--- config.mk ---
export PLATFORM = sky130hd
export DESIGN_NAME = ata_pio_host_sequencer_core_flat
export DESIGN_NICKNAME = d
export VERILOG_FILES = /design/src/rtl/aphs_pkg.sv /design/src/rtl/aphs_if.sv /design/src/rtl/ata_pio_host_sequencer_core.sv /design/src/rtl/aphs_seq.sv /design/src/rtl/aphs_emit.sv /design/src/flat_wrapper.sv
export VERILOG_INCLUDE_DIRS = /design/src /design/src/rtl
export SDC_FILE = /design/constraint.sdc
export NUM_CORES = 1
export LEC_CHECK = 0
export BUFFER_PORTS_ARGS = -buffer_cell sky130_fd_sc_hd__buf_2
export CORE_MARGIN = 3
export CORE_UTILIZATION = 30
export CTS_BUF_LIST = sky130_fd_sc_hd__clkbuf_2 sky130_fd_sc_hd__clkbuf_4 sky130_fd_sc_hd__clkbuf_8
export DETAILED_ROUTE_END_ITERATION = 8
export PLACE_DENSITY = 0.58
export SLEW_MARGIN = 20
export SYNTH_ARGS = -nofsm -noshare
export SYNTH_HDL_FRONTEND = slang
export SYNTH_SLANG_ARGS = --single-unit
--- constraint.sdc ---
create_clock -name clk -period 15.5 [get_ports clk]
set_clock_uncertainty 0.1 [all_clocks]
set_input_delay 2.325 -clock clk [delete_from_list [all_inputs] [get_ports clk]]
set_output_delay 2.325 -clock clk [all_outputs]
set_load 0.05 [all_outputs]
--- src/rtl/ata_pio_host_sequencer_core_assert.svh ---
// Assertion macros for the ATA PIO host sequencer.
// Used by the top level; expects a clock named clk and a reset named rst.
`ifndef ATA_PIO_HOST_SEQUENCER_CORE_ASSERT_SVH
`define ATA_PIO_HOST_SEQUENCER_CORE_ASSERT_SVH

// Same-cycle implication, checked outside reset.
`define APHS_ASSERT_IMP(label, ante, cons) \
  label: assert property (@(posedge clk) disable iff (rst) (ante) |-> (cons)) \
    else $error("aphs assertion failed");

// Next-cycle implication, checked outside reset.
`define APHS_ASSERT_NEXT(label, ante, cons) \
  label: assert property (@(posedge clk) disable iff (rst) (ante) |=> (cons)) \
    else $error("aphs assertion failed");

`endif

--- src/rtl/aphs_pkg.sv ---
// Shared types, codes and helpers for the ATA PIO host sequencer.
// No dependencies.
`timescale 1ns / 1ps

package aphs_pkg;

  localparam int SECTOR_WORDS = 256;
  localparam int IDENT_WORDS  = 256;
  localparam int WORD_SPAN    = (SECTOR_WORDS > IDENT_WORDS) ? SECTOR_WORDS : IDENT_WORDS;
  localparam int IDX_W        = (WORD_SPAN > 1) ? $clog2(WORD_SPAN) : 1;

  localparam logic [IDX_W-1:0] SECTOR_LAST = IDX_W'(SECTOR_WORDS - 1);
  localparam logic [IDX_W-1:0] IDENT_LAST  = IDX_W'(IDENT_WORDS - 1);
  localparam logic [IDX_W-1:0] IDENT_CAP_LO = IDX_W'(60);
  localparam logic [IDX_W-1:0] IDENT_CAP_HI = IDX_W'(61);

  // Request codes
  localparam logic [2:0] OP_IDENTIFY = 3'd0;
  localparam logic [2:0] OP_READ     = 3'd1;
  localparam logic [2:0] OP_WRITE    = 3'd2;
  localparam logic [2:0] OP_REPLY    = 3'd3;
  localparam logic [2:0] OP_WORD     = 3'd4;
  localparam logic [2:0] OP_IRQ      = 3'd5;

  // Result kinds
  localparam logic [2:0] K_WRITE = 3'd0;
  localparam logic [2:0] K_DELAY = 3'd1;
  localparam logic [2:0] K_READ  = 3'd2;
  localparam logic [2:0] K_WORD  = 3'd3;
  localparam logic [2:0] K_DONE  = 3'd4;

  // Task-file ports
  localparam logic [3:0] P_DATA   = 4'd0;
  localparam logic [3:0] P_COUNT  = 4'd2;
  localparam logic [3:0] P_LBALO  = 4'd3;
  localparam logic [3:0] P_LBAMID = 4'd4;
  localparam logic [3:0] P_LBAHI  = 4'd5;
  localparam logic [3:0] P_SELECT = 4'd6;
  localparam logic [3:0] P_CMD    = 4'd7;
  localparam logic [3:0] P_CTRL   = 4'd8;

  // Device codes
  localparam logic [7:0] SEL_MASTER = 8'hE0;
  localparam logic [7:0] CMD_IDENT  = 8'hEC;
  localparam logic [7:0] CMD_READ   = 8'h20;
  localparam logic [7:0] CMD_WRITE  = 8'h30;
  localparam logic [7:0] CMD_FLUSH  = 8'hE7;
  localparam int ST_BSY = 7;
  localparam int ST_DF  = 5;
  localparam int ST_DRQ = 3;
  localparam int ST_ERR = 0;

  // Command issue burst: select, 4 delays, 5 writes, 4 delays, status read
  localparam logic [3:0] ISSUE_LAST = 4'd14;

  typedef struct packed {
    logic [2:0]  kind;
    logic [3:0]  port;
    logic [15:0] data;
    logic        ok;
  } result_t;

  typedef struct packed {
    logic        load;
    logic        issue;
    logic [1:0]  count_m1;
    result_t     r0;
    result_t     r1;
    result_t     r2;
    logic [7:0]  sel;
    logic [7:0]  count;
    logic [23:0] lba;
    logic [7:0]  cmd;
    logic        present;
    logic [31:0] capacity;
  } burst_t;

  typedef struct packed {
    logic        valid;
    logic        last;
    result_t     res;
    logic        present;
    logic [31:0] capacity;
  } beat_t;

  typedef struct packed {
    logic        present;
    logic [31:0] capacity;
    logic        idle;
  } status_t;

  function automatic result_t mk_result(input logic [2:0] kind, input logic [3:0] port,
                                        input logic [15:0] data, input logic ok);
    result_t r;
    r.kind = kind;
    r.port = port;
    r.data = data;
    r.ok   = ok;
    return r;
  endfunction

  function automatic result_t issue_result(input logic [3:0] beat, input logic [7:0] sel,
                                           input logic [7:0] count, input logic [23:0] lba,
                                           input logic [7:0] cmd);
    result_t r;
    case (beat)
      4'd0:    r = mk_result(K_WRITE, P_SELECT, {8'h00, sel}, 1'b0);
      4'd5:    r = mk_result(K_WRITE, P_COUNT, {8'h00, count}, 1'b0);
      4'd6:    r = mk_result(K_WRITE, P_LBALO, {8'h00, lba[7:0]}, 1'b0);
      4'd7:    r = mk_result(K_WRITE, P_LBAMID, {8'h00, lba[15:8]}, 1'b0);
      4'd8:    r = mk_result(K_WRITE, P_LBAHI, {8'h00, lba[23:16]}, 1'b0);
      4'd9:    r = mk_result(K_WRITE, P_CMD, {8'h00, cmd}, 1'b0);
      4'd14:   r = mk_result(K_READ, P_CMD, 16'h0000, 1'b0);
      default: r = mk_result(K_DELAY, P_CTRL, 16'h0000, 1'b0);
    endcase
    return r;
  endfunction

endpackage

--- src/rtl/aphs_if.sv ---
// Request and result channel interfaces of the ATA PIO host sequencer.
// No dependencies.
`timescale 1ns / 1ps

interface aphs_req_if;
  logic        valid;
  logic        ready;
  logic [2:0]  operation;
  logic [31:0] lba;
  logic [15:0] read_value;
  logic [15:0] write_word;

  modport source (output valid, operation, lba, read_value, write_word, input ready);
  modport sink (input valid, operation, lba, read_value, write_word, output ready);
endinterface

interface aphs_rsp_if;
  logic        valid;
  logic        ready;
  logic [2:0]  kind;
  logic [3:0]  port;
  logic [15:0] bus_data;
  logic        success;
  logic        drive_present;
  logic [31:0] sector_total;
  logic        last;

  modport source (output valid, kind, port, bus_data, success, drive_present,
                  sector_total, last, input ready);
  modport sink (input valid, kind, port, bus_data, success, drive_present,
                sector_total, last, output ready);
endinterface

--- src/rtl/ata_pio_host_sequencer_core.sv ---
// Top level of the ATA PIO host sequencer (primary channel, master drive).
// Depends on aphs_pkg, aphs_if, aphs_seq, aphs_emit and the assertion header.
//
//   channel  direction  transfer carries
//   req      in         operation, lba, read_value, write_word
//   rsp      out        kind, port, bus_data, success, drive_present,
//                       sector_total, last
//
// Each request transfer is handled in the cycle it is taken: the phase,
// presence, capacity and word index update at that edge and the results
// it causes are held as one burst in the result register.
// The burst leaves one result per cycle while rsp is ready: 15 for a command issue,
// 1 to 3 otherwise, so a request waits until the previous burst has drained.
// A new request is taken in the cycle the previous burst's final result
// transfers, so requests follow back to back behind the output.
// rsp stalls hold the burst in place; on its final result req.ready follows rsp.ready.
// Reset (rst, synchronous) returns to idle with no drive and zero capacity.
`timescale 1ns / 1ps
`include "ata_pio_host_sequencer_core_assert.svh"

module ata_pio_host_sequencer_core import aphs_pkg::*; (
  input logic       clk,
  input logic       rst,
  aphs_req_if.sink  req,
  aphs_rsp_if.source rsp
);

  logic    accept;
  logic    free;
  burst_t  burst;
  status_t status;
  beat_t   beat_out;

  // Take a request whenever the result stage can load a new burst
  assign req.ready = free;
  assign accept    = req.valid && req.ready;

  aphs_seq u_seq (
    .clk        (clk),
    .rst        (rst),
    .accept     (accept),
    .operation  (req.operation),
    .lba        (req.lba),
    .read_value (req.read_value),
    .write_word (req.write_word),
    .burst      (burst),
    .status     (status)
  );

  aphs_emit u_emit (
    .clk       (clk),
    .rst       (rst),
    .accept    (accept),
    .burst     (burst),
    .out_ready (rsp.ready),
    .free      (free),
    .beat_out  (beat_out)
  );

  // Drive the result channel from the current beat
  assign rsp.valid         = beat_out.valid;
  assign rsp.kind          = beat_out.res.kind;
  assign rsp.port          = beat_out.res.port;
  assign rsp.bus_data      = beat_out.res.data;
  assign rsp.success       = beat_out.res.ok;
  assign rsp.drive_present = beat_out.present;
  assign rsp.sector_total  = beat_out.capacity;
  assign rsp.last          = beat_out.last;

  // No request may slip in while a burst still has results after this one
  `APHS_ASSERT_IMP(a_no_accept_mid_burst, rsp.valid && !rsp.last, !req.ready)

  // Reported presence and capacity track the live state
  `APHS_ASSERT_IMP(a_status_match, rsp.valid,
                   rsp.drive_present == status.present && rsp.sector_total == status.capacity)

  // A finished result closes its burst and leaves the sequencer idle
  `APHS_ASSERT_IMP(a_done_last, rsp.valid && rsp.kind == K_DONE,
                   rsp.last && rsp.port == P_DATA && status.idle)

  // A final transfer with no new request leaves the output empty
  `APHS_ASSERT_NEXT(a_drain, rsp.valid && rsp.ready && rsp.last && !accept, !rsp.valid)

endmodule

--- src/rtl/aphs_seq.sv ---
// Protocol state of the sequencer: phase, presence, capacity, word index.
// Depends on aphs_pkg. Builds the result burst for each accepted request.
`timescale 1ns / 1ps

module aphs_seq import aphs_pkg::*; (
  input  logic        clk,
  input  logic        rst,
  input  logic        accept,
  input  logic [2:0]  operation,
  input  logic [31:0] lba,
  input  logic [15:0] read_value,
  input  logic [15:0] write_word,
  output burst_t      burst,
  output status_t     status
);

  localparam logic [3:0] PH_IDLE      = 4'd0;
  localparam logic [3:0] PH_ID_FIRST  = 4'd1;
  localparam logic [3:0] PH_ID_POLL   = 4'd2;
  localparam logic [3:0] PH_MID_ERR   = 4'd3;
  localparam logic [3:0] PH_MID_DRQ   = 4'd4;
  localparam logic [3:0] PH_MID_NONE  = 4'd5;
  localparam logic [3:0] PH_HIGH_ERR  = 4'd6;
  localparam logic [3:0] PH_HIGH_DRQ  = 4'd7;
  localparam logic [3:0] PH_HIGH_NONE = 4'd8;
  localparam logic [3:0] PH_ID_WAIT   = 4'd9;
  localparam logic [3:0] PH_ID_DATA   = 4'd10;
  localparam logic [3:0] PH_RD_POLL   = 4'd11;
  localparam logic [3:0] PH_RD_DATA   = 4'd12;
  localparam logic [3:0] PH_WR_POLL   = 4'd13;
  localparam logic [3:0] PH_WR_DATA   = 4'd14;
  localparam logic [3:0] PH_WR_FLUSH  = 4'd15;

  logic [3:0]       phase, phase_next;
  logic             present, present_next;
  logic [31:0]      capacity, capacity_next;
  logic [IDX_W-1:0] word_index, word_index_next;
  logic [15:0]      cap_low, cap_low_next;

  logic [7:0] s;
  logic       do_fail;
  logic       do_start;
  logic [1:0] nres;
  result_t    r0, r1, r2;

  assign s = read_value[7:0];

  always_comb begin
    phase_next      = phase;
    present_next    = present;
    capacity_next   = capacity;
    word_index_next = word_index;
    cap_low_next    = cap_low;
    do_fail  = 1'b0;
    do_start = 1'b0;
    nres     = 2'd0;
    r0 = mk_result(K_DONE, P_DATA, 16'h0000, 1'b0);
    r1 = r0;
    r2 = r0;
    burst = '0;
    if (accept) begin
      case (operation)
        OP_IDENTIFY, OP_READ, OP_WRITE: begin
          if (phase == PH_IDLE) begin
            if (operation == OP_IDENTIFY) begin
              burst.issue = 1'b1;
              burst.sel   = SEL_MASTER;
              burst.count = 8'h00;
              burst.lba   = 24'h000000;
              burst.cmd   = CMD_IDENT;
              phase_next  = PH_ID_FIRST;
            end else if (!present || lba >= capacity) begin
              nres = 2'd1;
            end else begin
              burst.issue = 1'b1;
              burst.sel   = SEL_MASTER | {4'h0, lba[27:24]};
              burst.count = 8'h01;
              burst.lba   = lba[23:0];
              burst.cmd   = (operation == OP_READ) ? CMD_READ : CMD_WRITE;
              phase_next  = (operation == OP_READ) ? PH_RD_POLL : PH_WR_POLL;
            end
          end
        end
        OP_REPLY: begin
          case (phase)
            PH_ID_FIRST: begin
              if (s == 8'h00) begin
                do_fail = 1'b1;
              end else begin
                phase_next = PH_ID_POLL;
                nres = 2'd1;
                r0 = mk_result(K_READ, P_CMD, 16'h0000, 1'b0);
              end
            end
            PH_ID_POLL: begin
              nres = 2'd1;
              if (s[ST_BSY]) begin
                r0 = mk_result(K_READ, P_CMD, 16'h0000, 1'b0);
              end else begin
                r0 = mk_result(K_READ, P_LBAMID, 16'h0000, 1'b0);
                if (s[ST_ERR]) phase_next = PH_MID_ERR;
                else if (s[ST_DRQ]) phase_next = PH_MID_DRQ;
                else phase_next = PH_MID_NONE;
              end
            end
            PH_MID_ERR, PH_MID_DRQ, PH_MID_NONE: begin
              if (s != 8'h00) begin
                do_fail = 1'b1;
              end else begin
                nres = 2'd1;
                r0 = mk_result(K_READ, P_LBAHI, 16'h0000, 1'b0);
                if (phase == PH_MID_ERR) phase_next = PH_HIGH_ERR;
                else if (phase == PH_MID_DRQ) phase_next = PH_HIGH_DRQ;
                else phase_next = PH_HIGH_NONE;
              end
            end
            PH_HIGH_ERR, PH_HIGH_DRQ, PH_HIGH_NONE: begin
              if (s != 8'h00 || phase == PH_HIGH_ERR) begin
                do_fail = 1'b1;
              end else if (phase == PH_HIGH_DRQ) begin
                do_start = 1'b1;
              end else begin
                phase_next = PH_ID_WAIT;
                nres = 2'd1;
                r0 = mk_result(K_READ, P_CMD, 16'h0000, 1'b0);
              end
            end
            PH_ID_WAIT: begin
              if (s[ST_ERR]) begin
                do_fail = 1'b1;
              end else if (s[ST_DRQ]) begin
                do_start = 1'b1;
              end else begin
                nres = 2'd1;
                r0 = mk_result(K_READ, P_CMD, 16'h0000, 1'b0);
              end
            end
            PH_ID_DATA: begin
              if (word_index == IDENT_CAP_LO) cap_low_next = read_value;
              else if (word_index == IDENT_CAP_HI) capacity_next = {read_value, cap_low};
              word_index_next = word_index + 1'b1;
              nres = 2'd1;
              if (word_index == IDENT_LAST) begin
                present_next = 1'b1;
                phase_next   = PH_IDLE;
                r0 = mk_result(K_DONE, P_DATA, 16'h0000, 1'b1);
              end else begin
                r0 = mk_result(K_READ, P_DATA, 16'h0000, 1'b0);
              end
            end
            PH_RD_POLL, PH_WR_POLL: begin
              if (s[ST_BSY]) begin
                nres = 2'd1;
                r0 = mk_result(K_READ, P_CMD, 16'h0000, 1'b0);
              end else if (s[ST_ERR] || s[ST_DF] || !s[ST_DRQ]) begin
                nres = 2'd1;
                phase_next = PH_IDLE;
              end else begin
                word_index_next = '0;
                if (phase == PH_WR_POLL) begin
                  phase_next = PH_WR_DATA;
                end else begin
                  phase_next = PH_RD_DATA;
                  nres = 2'd1;
                  r0 = mk_result(K_READ, P_DATA, 16'h0000, 1'b0);
                end
              end
            end
            PH_RD_DATA: begin
              nres = 2'd2;
              r0 = mk_result(K_WORD, P_DATA, read_value, 1'b0);
              word_index_next = word_index + 1'b1;
              if (word_index == SECTOR_LAST) begin
                phase_next = PH_IDLE;
                r1 = mk_result(K_DONE, P_DATA, 16'h0000, 1'b1);
              end else begin
                r1 = mk_result(K_READ, P_DATA, 16'h0000, 1'b0);
              end
            end
            PH_WR_FLUSH: begin
              nres = 2'd1;
              if (s[ST_BSY]) begin
                r0 = mk_result(K_READ, P_CMD, 16'h0000, 1'b0);
              end else begin
                phase_next = PH_IDLE;
                r0 = mk_result(K_DONE, P_DATA, 16'h0000, 1'b1);
              end
            end
            default: ;
          endcase
        end
        OP_WORD: begin
          if (phase == PH_WR_DATA) begin
            nres = 2'd1;
            r0 = mk_result(K_WRITE, P_DATA, write_word, 1'b0);
            word_index_next = word_index + 1'b1;
            if (word_index == SECTOR_LAST) begin
              nres = 2'd3;
              r1 = mk_result(K_WRITE, P_CMD, {8'h00, CMD_FLUSH}, 1'b0);
              r2 = mk_result(K_READ, P_CMD, 16'h0000, 1'b0);
              phase_next = PH_WR_FLUSH;
            end
          end
        end
        OP_IRQ: begin
          nres = 2'd1;
          r0 = mk_result(K_DELAY, P_CMD, 16'h0000, 1'b0);
        end
        default: ;
      endcase
    end

    // Identify failure: drop presence, finish unsuccessfully
    if (do_fail) begin
      present_next = 1'b0;
      phase_next   = PH_IDLE;
      nres = 2'd1;
      r0 = mk_result(K_DONE, P_DATA, 16'h0000, 1'b0);
    end
    // Identify data phase: start reading words from zero
    if (do_start) begin
      word_index_next = '0;
      phase_next      = PH_ID_DATA;
      nres = 2'd1;
      r0 = mk_result(K_READ, P_DATA, 16'h0000, 1'b0);
    end

    burst.load     = burst.issue || (nres != 2'd0);
    burst.count_m1 = nres - 2'd1;
    burst.r0       = r0;
    burst.r1       = r1;
    burst.r2       = r2;
    burst.present  = present_next;
    burst.capacity = capacity_next;
  end

  always_ff @(posedge clk) begin
    if (rst) begin
      phase      <= PH_IDLE;
      present    <= 1'b0;
      capacity   <= '0;
      word_index <= '0;
    end else begin
      phase      <= phase_next;
      present    <= present_next;
      capacity   <= capacity_next;
      word_index <= word_index_next;
    end
  end

  always_ff @(posedge clk) begin
    cap_low <= cap_low_next;
  end

  assign status.present  = present;
  assign status.capacity = capacity;
  assign status.idle     = (phase == PH_IDLE);

endmodule

--- src/rtl/aphs_emit.sv ---
// Result register and beat counter: streams one burst as single results.
// Depends on aphs_pkg.
`timescale 1ns / 1ps

module aphs_emit import aphs_pkg::*; (
  input  logic   clk,
  input  logic   rst,
  input  logic   accept,
  input  burst_t burst,
  input  logic   out_ready,
  output logic   free,
  output beat_t  beat_out
);

  logic       busy;
  logic [3:0] beat;
  burst_t     desc;
  logic [3:0] beat_last;
  logic       last_beat;
  result_t    cur;

  assign beat_last = desc.issue ? ISSUE_LAST : {2'b00, desc.count_m1};
  assign last_beat = (beat == beat_last);
  assign free      = !busy || (out_ready && last_beat);

  always_comb begin
    if (desc.issue) begin
      cur = issue_result(beat, desc.sel, desc.count, desc.lba, desc.cmd);
    end else begin
      case (beat[1:0])
        2'd1:    cur = desc.r1;
        2'd2:    cur = desc.r2;
        default: cur = desc.r0;
      endcase
    end
  end

  always_ff @(posedge clk) begin
    if (rst) begin
      busy <= 1'b0;
      beat <= '0;
    end else if (accept && burst.load) begin
      busy <= 1'b1;
      beat <= '0;
    end else if (busy && out_ready) begin
      if (last_beat) busy <= 1'b0;
      else beat <= beat + 1'b1;
    end
  end

  always_ff @(posedge clk) begin
    if (accept && burst.load) desc <= burst;
  end

  assign beat_out.valid    = busy;
  assign beat_out.last     = last_beat;
  assign beat_out.res      = cur;
  assign beat_out.present  = desc.present;
  assign beat_out.capacity = desc.capacity;

endmodule
--- src/flat_wrapper.sv ---
// flat-port wrapper written by rule: the top's interface ports become plain ports
module ata_pio_host_sequencer_core_flat import aphs_pkg::*;
  (clk, rst, req_valid, req_operation, req_lba, req_read_value, req_write_word, req_ready, rsp_valid, rsp_kind, rsp_port, rsp_bus_data, rsp_success, rsp_drive_present, rsp_sector_total, rsp_last, rsp_ready);
  aphs_req_if req_i ();
  aphs_rsp_if rsp_i ();
  input logic clk;
  input logic rst;
  input wire logic [$bits(req_i.valid)-1:0] req_valid;
  input wire logic [$bits(req_i.operation)-1:0] req_operation;
  input wire logic [$bits(req_i.lba)-1:0] req_lba;
  input wire logic [$bits(req_i.read_value)-1:0] req_read_value;
  input wire logic [$bits(req_i.write_word)-1:0] req_write_word;
  output wire logic [$bits(req_i.ready)-1:0] req_ready;
  output wire logic [$bits(rsp_i.valid)-1:0] rsp_valid;
  output wire logic [$bits(rsp_i.kind)-1:0] rsp_kind;
  output wire logic [$bits(rsp_i.port)-1:0] rsp_port;
  output wire logic [$bits(rsp_i.bus_data)-1:0] rsp_bus_data;
  output wire logic [$bits(rsp_i.success)-1:0] rsp_success;
  output wire logic [$bits(rsp_i.drive_present)-1:0] rsp_drive_present;
  output wire logic [$bits(rsp_i.sector_total)-1:0] rsp_sector_total;
  output wire logic [$bits(rsp_i.last)-1:0] rsp_last;
  input wire logic [$bits(rsp_i.ready)-1:0] rsp_ready;
  assign req_i.valid = req_valid;
  assign req_i.operation = req_operation;
  assign req_i.lba = req_lba;
  assign req_i.read_value = req_read_value;
  assign req_i.write_word = req_write_word;
  assign req_ready = req_i.ready;
  assign rsp_valid = rsp_i.valid;
  assign rsp_kind = rsp_i.kind;
  assign rsp_port = rsp_i.port;
  assign rsp_bus_data = rsp_i.bus_data;
  assign rsp_success = rsp_i.success;
  assign rsp_drive_present = rsp_i.drive_present;
  assign rsp_sector_total = rsp_i.sector_total;
  assign rsp_last = rsp_i.last;
  assign rsp_i.ready = rsp_ready;
  ata_pio_host_sequencer_core u_core (.clk(clk), .rst(rst), .req(req_i), .rsp(rsp_i));
endmodule
---- After elaboration in Yosys (flattened, before gate mapping) ----
Index checks and enable logic that the tools add are counted.
word-level totals
  register bits after elaboration ......... 222
  input bits .............................. 71
  output and inout bits ................... 60
  word-level logic and storage cells ...... 255
operators by class
  add/sub/neg operators ................... 3
  magnitude comparators ................... 1
  eq/ne operators ......................... 60
  mux-type cells .......................... 110
  bitwise operators ....................... 4
  reductions and logical operators ........ 45
operators by type and width
  kind                  number
  $mux W24              19
  $pmux W24 S9          1
  $pmux W23 S7          1
  $mux W32              5
  $mux W48              2
  $pmux W24 S2          2
  $mux W4               20
  $pmux W24 S3          1
  $ne A5 B5 Y1 const B  9
  $eq A4 B4 Y1 const B  11
  $mux W1               38
  $ge A32 B32 Y1        1
  $pmux W8 S2           2
  $ne A3 B3 Y1 const B  10
  $reduce_and A15 Y1    2
  $eq A4 B3 Y1 const B  7
  $pmux W4 S7           1
  $mux W8               3
  $mux W19              1
  $reduce_or A3 Y1      6
  $eq A8 B6 Y1 const B  2
  $pmux W2 S7           1
  $mux W2               6
  $pmux W4 S3           1
  other kinds (42)      71

---- Logic depth before layout (Yosys ltp) ----
  depth after elaboration ................. 14
  mapped depth ............................ 14
  depth with buffers taken out ............ 14

---- Cells and area by module ----
Synthesis repeated with hierarchy kept, for this count alone.
unflattened totals
  cells, all modules ...................... 1092
  area, all modules ....................... 11461.0 um2
modules (own cells, without submodules)
  module                       times used  cells an instance  area each (um2)  seq. area each (um2)
  aphs_emit                    1           415                6389.9           4784.6
  aphs_seq                     1           676                5064.9           1381.3
  ata_pio_host_sequencer_core  1           1                  6.3              0.0

---- Worst setup path after synthesis ----
No wires, ideal clock.
  path kind ............................... input to register
  start point ............................. input req_read_value[7]
  end point ............................... register u_core.u_emit.desc, in the netlist u_core.u_emit.beat_out[0], enable pin
  library setup time ...................... 453 ps
  data arrival time ....................... 6301 ps
  data required time ...................... 14947 ps
  path slack .............................. 8646 ps
  stages on the path ...................... 11
  buffers on the path ..................... 1
  cells stage by stage .................... buf_2 nor4_1 nand2_1 mux2_2 a31oi_1 o21ba_2 a21oi_1 ha_1 nor2_1 nor2_1 inv_1
on the way
  longest elaborated chain between the ends .. 11
  elaborated cells on any way between the ends .. 25
  classes of those cells .................. mux: 19; reduce/logical: 6
ends and longest elaborated chain
  what                                               RTL line                          text
  start, declared                                    flat_wrapper.sv:11                input wire logic [$bits(req_i.read_value)-1:0] req_read_value;
  $reduce_bool A8 Y1                                 aphs_seq.sv:107, aphs_seq.sv:118
  $logic_or A1 B1 Y1                                 aphs_seq.sv:118                   if (s != 8'h00 || phase == PH_HIGH_ERR) begin
  $mux W1                                            aphs_seq.sv:118
  $pmux W2 S7 / $pmux W1 S4 (equally long branches)  aphs_seq.sv:85                    case (phase)
  $pmux W2 S4 / $mux W1 (equally long branches)      aphs_seq.sv:62                    case (operation)
  $mux W2 / $mux W1 (equally long branches)          aphs_seq.sv:61                    if (accept) begin
  $mux W2                                            aphs_seq.sv:214                   if (do_fail) begin
  $mux W2 (*)                                        aphs_seq.sv:221                   if (do_start) begin
  $reduce_bool A2 Y1 (*)                             aphs_seq.sv:228                   burst.load = burst.issue || (nres != 2'd0);
  $logic_or A1 B1 Y1 (*)                             aphs_seq.sv:228
  $logic_and A1 B1 Y1 (*)                            aphs_emit.sv:52                   if (accept && burst.load) desc <= burst;
  end signal, assigned                               aphs_emit.sv:52
  end, declared                                      aphs_emit.sv:17                   burst_t desc;
Mark *: on every way between the ends. The rest lies on a longest branch, timed or not.
A chain may end at the register's enable or synchronous reset.

---- Worst setup path after layout ----
  start point ............................. input req_lba[27]
  end point ............................... register u_core.u_emit.desc[139] (netlist name), enable pin
on the way
  longest elaborated chain between the ends .. 12
  elaborated cells on any way between the ends .. 17
  classes of those cells .................. order compare: 1; mux: 12; reduce/logical: 4
ends and longest elaborated chain
  what                     RTL line            text
  start, declared          flat_wrapper.sv:10  input wire logic [$bits(req_i.lba)-1:0] req_lba;
  $ge A32 B32 Y1 (*)       aphs_seq.sv:72      end else if (!present || lba >= capacity) begin
  $logic_or A1 B1 Y1 (*)   aphs_seq.sv:72
  $mux W1                  aphs_seq.sv:72
  $mux W1                  aphs_seq.sv:65      if (operation == OP_IDENTIFY) begin
  $mux W1                  aphs_seq.sv:64      if (phase == PH_IDLE) begin
  $pmux W2 S4              aphs_seq.sv:62
  $mux W2                  aphs_seq.sv:61
  $mux W2                  aphs_seq.sv:214
  $mux W2                  aphs_seq.sv:221
  $reduce_bool A2 Y1       aphs_seq.sv:228
  $logic_or A1 B1 Y1 (*)   aphs_seq.sv:228
  $logic_and A1 B1 Y1 (*)  aphs_emit.sv:52
Marks and branches as above.

==> run_results.csv <==
group,metric,value,unit
routing,vias_per_cell,5.079,
cts,root_buffer,"clkbuf_8",
setup_path,worstPathMaxFanout,75,
routing,wl,25470,um
global_route,grt_pass1_wl,38700,um
run_status,status,"complete, no violations",
global_route,grtUsageTotal,16.32,%
finish,area_growth,12.98,%
timing,tightestPinTransition,1.020,ns
global_route,first_global_vias,6447,
finish,utilization,34.91,%
timing,max_freq,164.1,MHz
job,cap_violations,0,
logic_synthesis,synth-async-reset-ratio,0,%
setup_path,endpoint_kind,"register",
timing,layout_setup_ws,9.407,ns
logic_synthesis,synth_seq_area_share,50.36,%
power,power.density,92.48,nW/um2
logic_synthesis,ys_ff_latch,163,
logic_synthesis,avgSynthCellArea,9.950,um2
finish,final_cells,1341,
finish,fill_cells,2909,
placed_design,placed_cells,1310,
cts,cts-resized-gates,0,
cts,cts_buffers,17,
die,rows,61,
cts,insertion_delay,0.47,ns
logic_synthesis,syn_inst,877,
routing,final_antenna_net_count,0,
placed_design,dp_hpwl,19050,um
die,ios,131,
logic_synthesis,synthFlopType,"edfxtp_1",
cts,hold_buffers,0,
die,core,28240,um2
placed_design,placed_cell_area,9473,um2
logic_synthesis,ys_warn_count,0,
logic_synthesis,synth.area.top_cells,"edfxtp_1 (39%), dfxtp_1 (11%), ha_1 (5.7%)",
setup_path,cp-start-kind,"input pin",
die,die_w,176.5,um
finish,drive_above_1_share,19.23,%
cts,cts_sinks,163,
routing,drc,0,
timing,setup_violations,0,
logic_synthesis,synth_edf_count,113,
logic_synthesis,yosysUniqueCellTypes,69,
power,p_leak,3.569,nW
cts,post-cts-setup-buffers,0,
cts,clockBufferDepth,2,
global_route,antenna_found_initial,4,
finish,final_nets,1062,
cts,htree_levels,4,
global_route,grt_max_degree,76,
setup_path,path_class,"in -> reg",
routing,first_iter_violations,558,
setup_path,required,15.49,ns
die,die_h,176.5,um
logic_synthesis,netlist.area_leader.share,38.89,%
global_route,gr-total-overflow,0,
timing,slew_violations,0,
power,vdd.ir_drop.worst,0.00004866,V
timing,period_minus_slack,6.093,ns
routing,routedWlPerCell,19.00,um
timing,setup_tns,0,ns
logic_synthesis,synth_top_cell_by_area,"edfxtp_1",
logic_synthesis,synth_common_cells,"edfxtp_1 (113), and2_1 (74), nand2_1 (67)",
routing,vias,6811,
cts,tritoncts,"built",
hold_path,hold_class,"reg -> reg",
placed_design,globalplace.congestion,0.9298,
timing,post-route-period-util,39.31,%
logic_synthesis,syn-cell-area,8726,um2
die,die_area,31170,um2
setup_path,cp.arrival,6.08,ns
placed_design,portBuffers,130,
placed_design,post-place-ws,8.955,ns
logic_synthesis,syn-num-nets,988,
routing,first_pass_iters,5,
finish,final_area,9858,um2
cts,cts.clk_slew.worst_paths,0.08,ns
timing,rsz0062_at_grt,"false",
timing,finalHoldViolations,0,
die,start_util,30.90,%
timing,max_slew_margin,31.91,%
logic_synthesis,synth_most_common_cell,"edfxtp_1",
## final timing paths
kind / slack, ns / start / cells past startpoint / to
worst max-delay path: 9.41 / req_lba[27] / 14 / u_core.u_emit.desc[139]
worst min-delay path: 0.43 / u_core.u_seq.word_index[5] / 2 / u_core.u_seq.word_index[5]
worst max register to register: 10.86 / u_core.u_seq.phase[0] / 11 / u_core.u_emit.desc[139]
worst min register to register: 0.43 / u_core.u_seq.word_index[5] / 2 / u_core.u_seq.word_index[5]
## worst max-delay path, stage by stage
cell,delay [ns]
buf_2,0.11
ha_1,0.32
a21oi_1,0.14
o21ai_0,0.10
a221oi_1,0.63
o21ai_0,0.25
o21ai_0,0.65
o211ai_1,0.15
a21oi_1,0.23
ha_1,0.18
nor2_1,0.04
nor2_1,0.23
inv_4,0.20
buf_4,0.46
## flip-flops by register name, summed over array words and instances, names as in the netlist
signal,count
u_core.u_emit.busy,1
u_core.u_seq.capacity,32
u_core.u_emit.desc,64
u_core.u_seq.phase,4
u_core.u_seq.cap_low,16
u_core.u_seq.present,1
u_core.u_emit.beat,4
u_core.u_seq.word_index,8
u_core.u_emit.beat_out,33
## metal layers
metal	vias to the layer above	global-route usage (%)	wire length (um)
met3	33	3.570	1946
li1	3280	-	-
met1	3235	23.77	11980
met5	-	0	45
met4	6	5.336	538
met2	257	24.05	10960
## final cells by class
cell class / instances / area (um2) / area share (%)
diodes: 1 / 2.502 / 0.02538
clock buffers: 17 / 234.0 / 2.373
clock inverters: 13 / 148.9 / 1.510
inverters: 53 / 201.4 / 2.043
multi-input cells: 578 / 3694 / 37.47
flip-flops and latches: 163 / 4394 / 44.57
well taps: 378 / 473.0 / 4.798
repair buffers: 138 / 710.7 / 7.209
## power by group
| group | switching, W | internal [W] | leakage (nW) |
|---|---|---|---|
| registers | 0.00000667 | 0.000475 | 1.42 |
| logic | 0.0000830 | 0.0000341 | 1.97 |
| clock network | 0.000168 | 0.000144 | 0.181 |
## metrics by stage
| stage | hold WS, ns | power (W) |
|---|---|---|
| 3_3_place_gp | 0.3988 | 0.0006085 |
| 3_5_place_dp | 0.4112 | 0.0006080 |
| 4_1_cts | 0.4364 | 0.0009166 |
| 2_1_floorplan | 0.3722 | 0.0005706 |
| 6_report | 0.4258 | 0.0009117 |
| 5_1_grt | 0.4951 | 0.0009466 |
## cell usage in the layout, fill, tap and decap left out, drive strengths merged, types with 22 or more instances in the layout
cell type,count
a22oi,32
buf,138
a21oi,51
inv,59
dfxtp,50
and2,74
ha,40
nor3,22
edfxtp,113
nor2,63
o21ai,55
nand2,67
## logic make-up after synthesis
logic type	after synthesis	synth area share (%)
AO/OA/AOI/OAI	208	15.49
flip-flops	163	50.36
adder cells (fa/ha/maj)	41	5.850
buffers and inverters	136	7.385
AND/OR/NAND/NOR	310	18.87
multiplexers	7	0.8460
XOR/XNOR	12	1.204
Power figures use the tool's default switching activity.
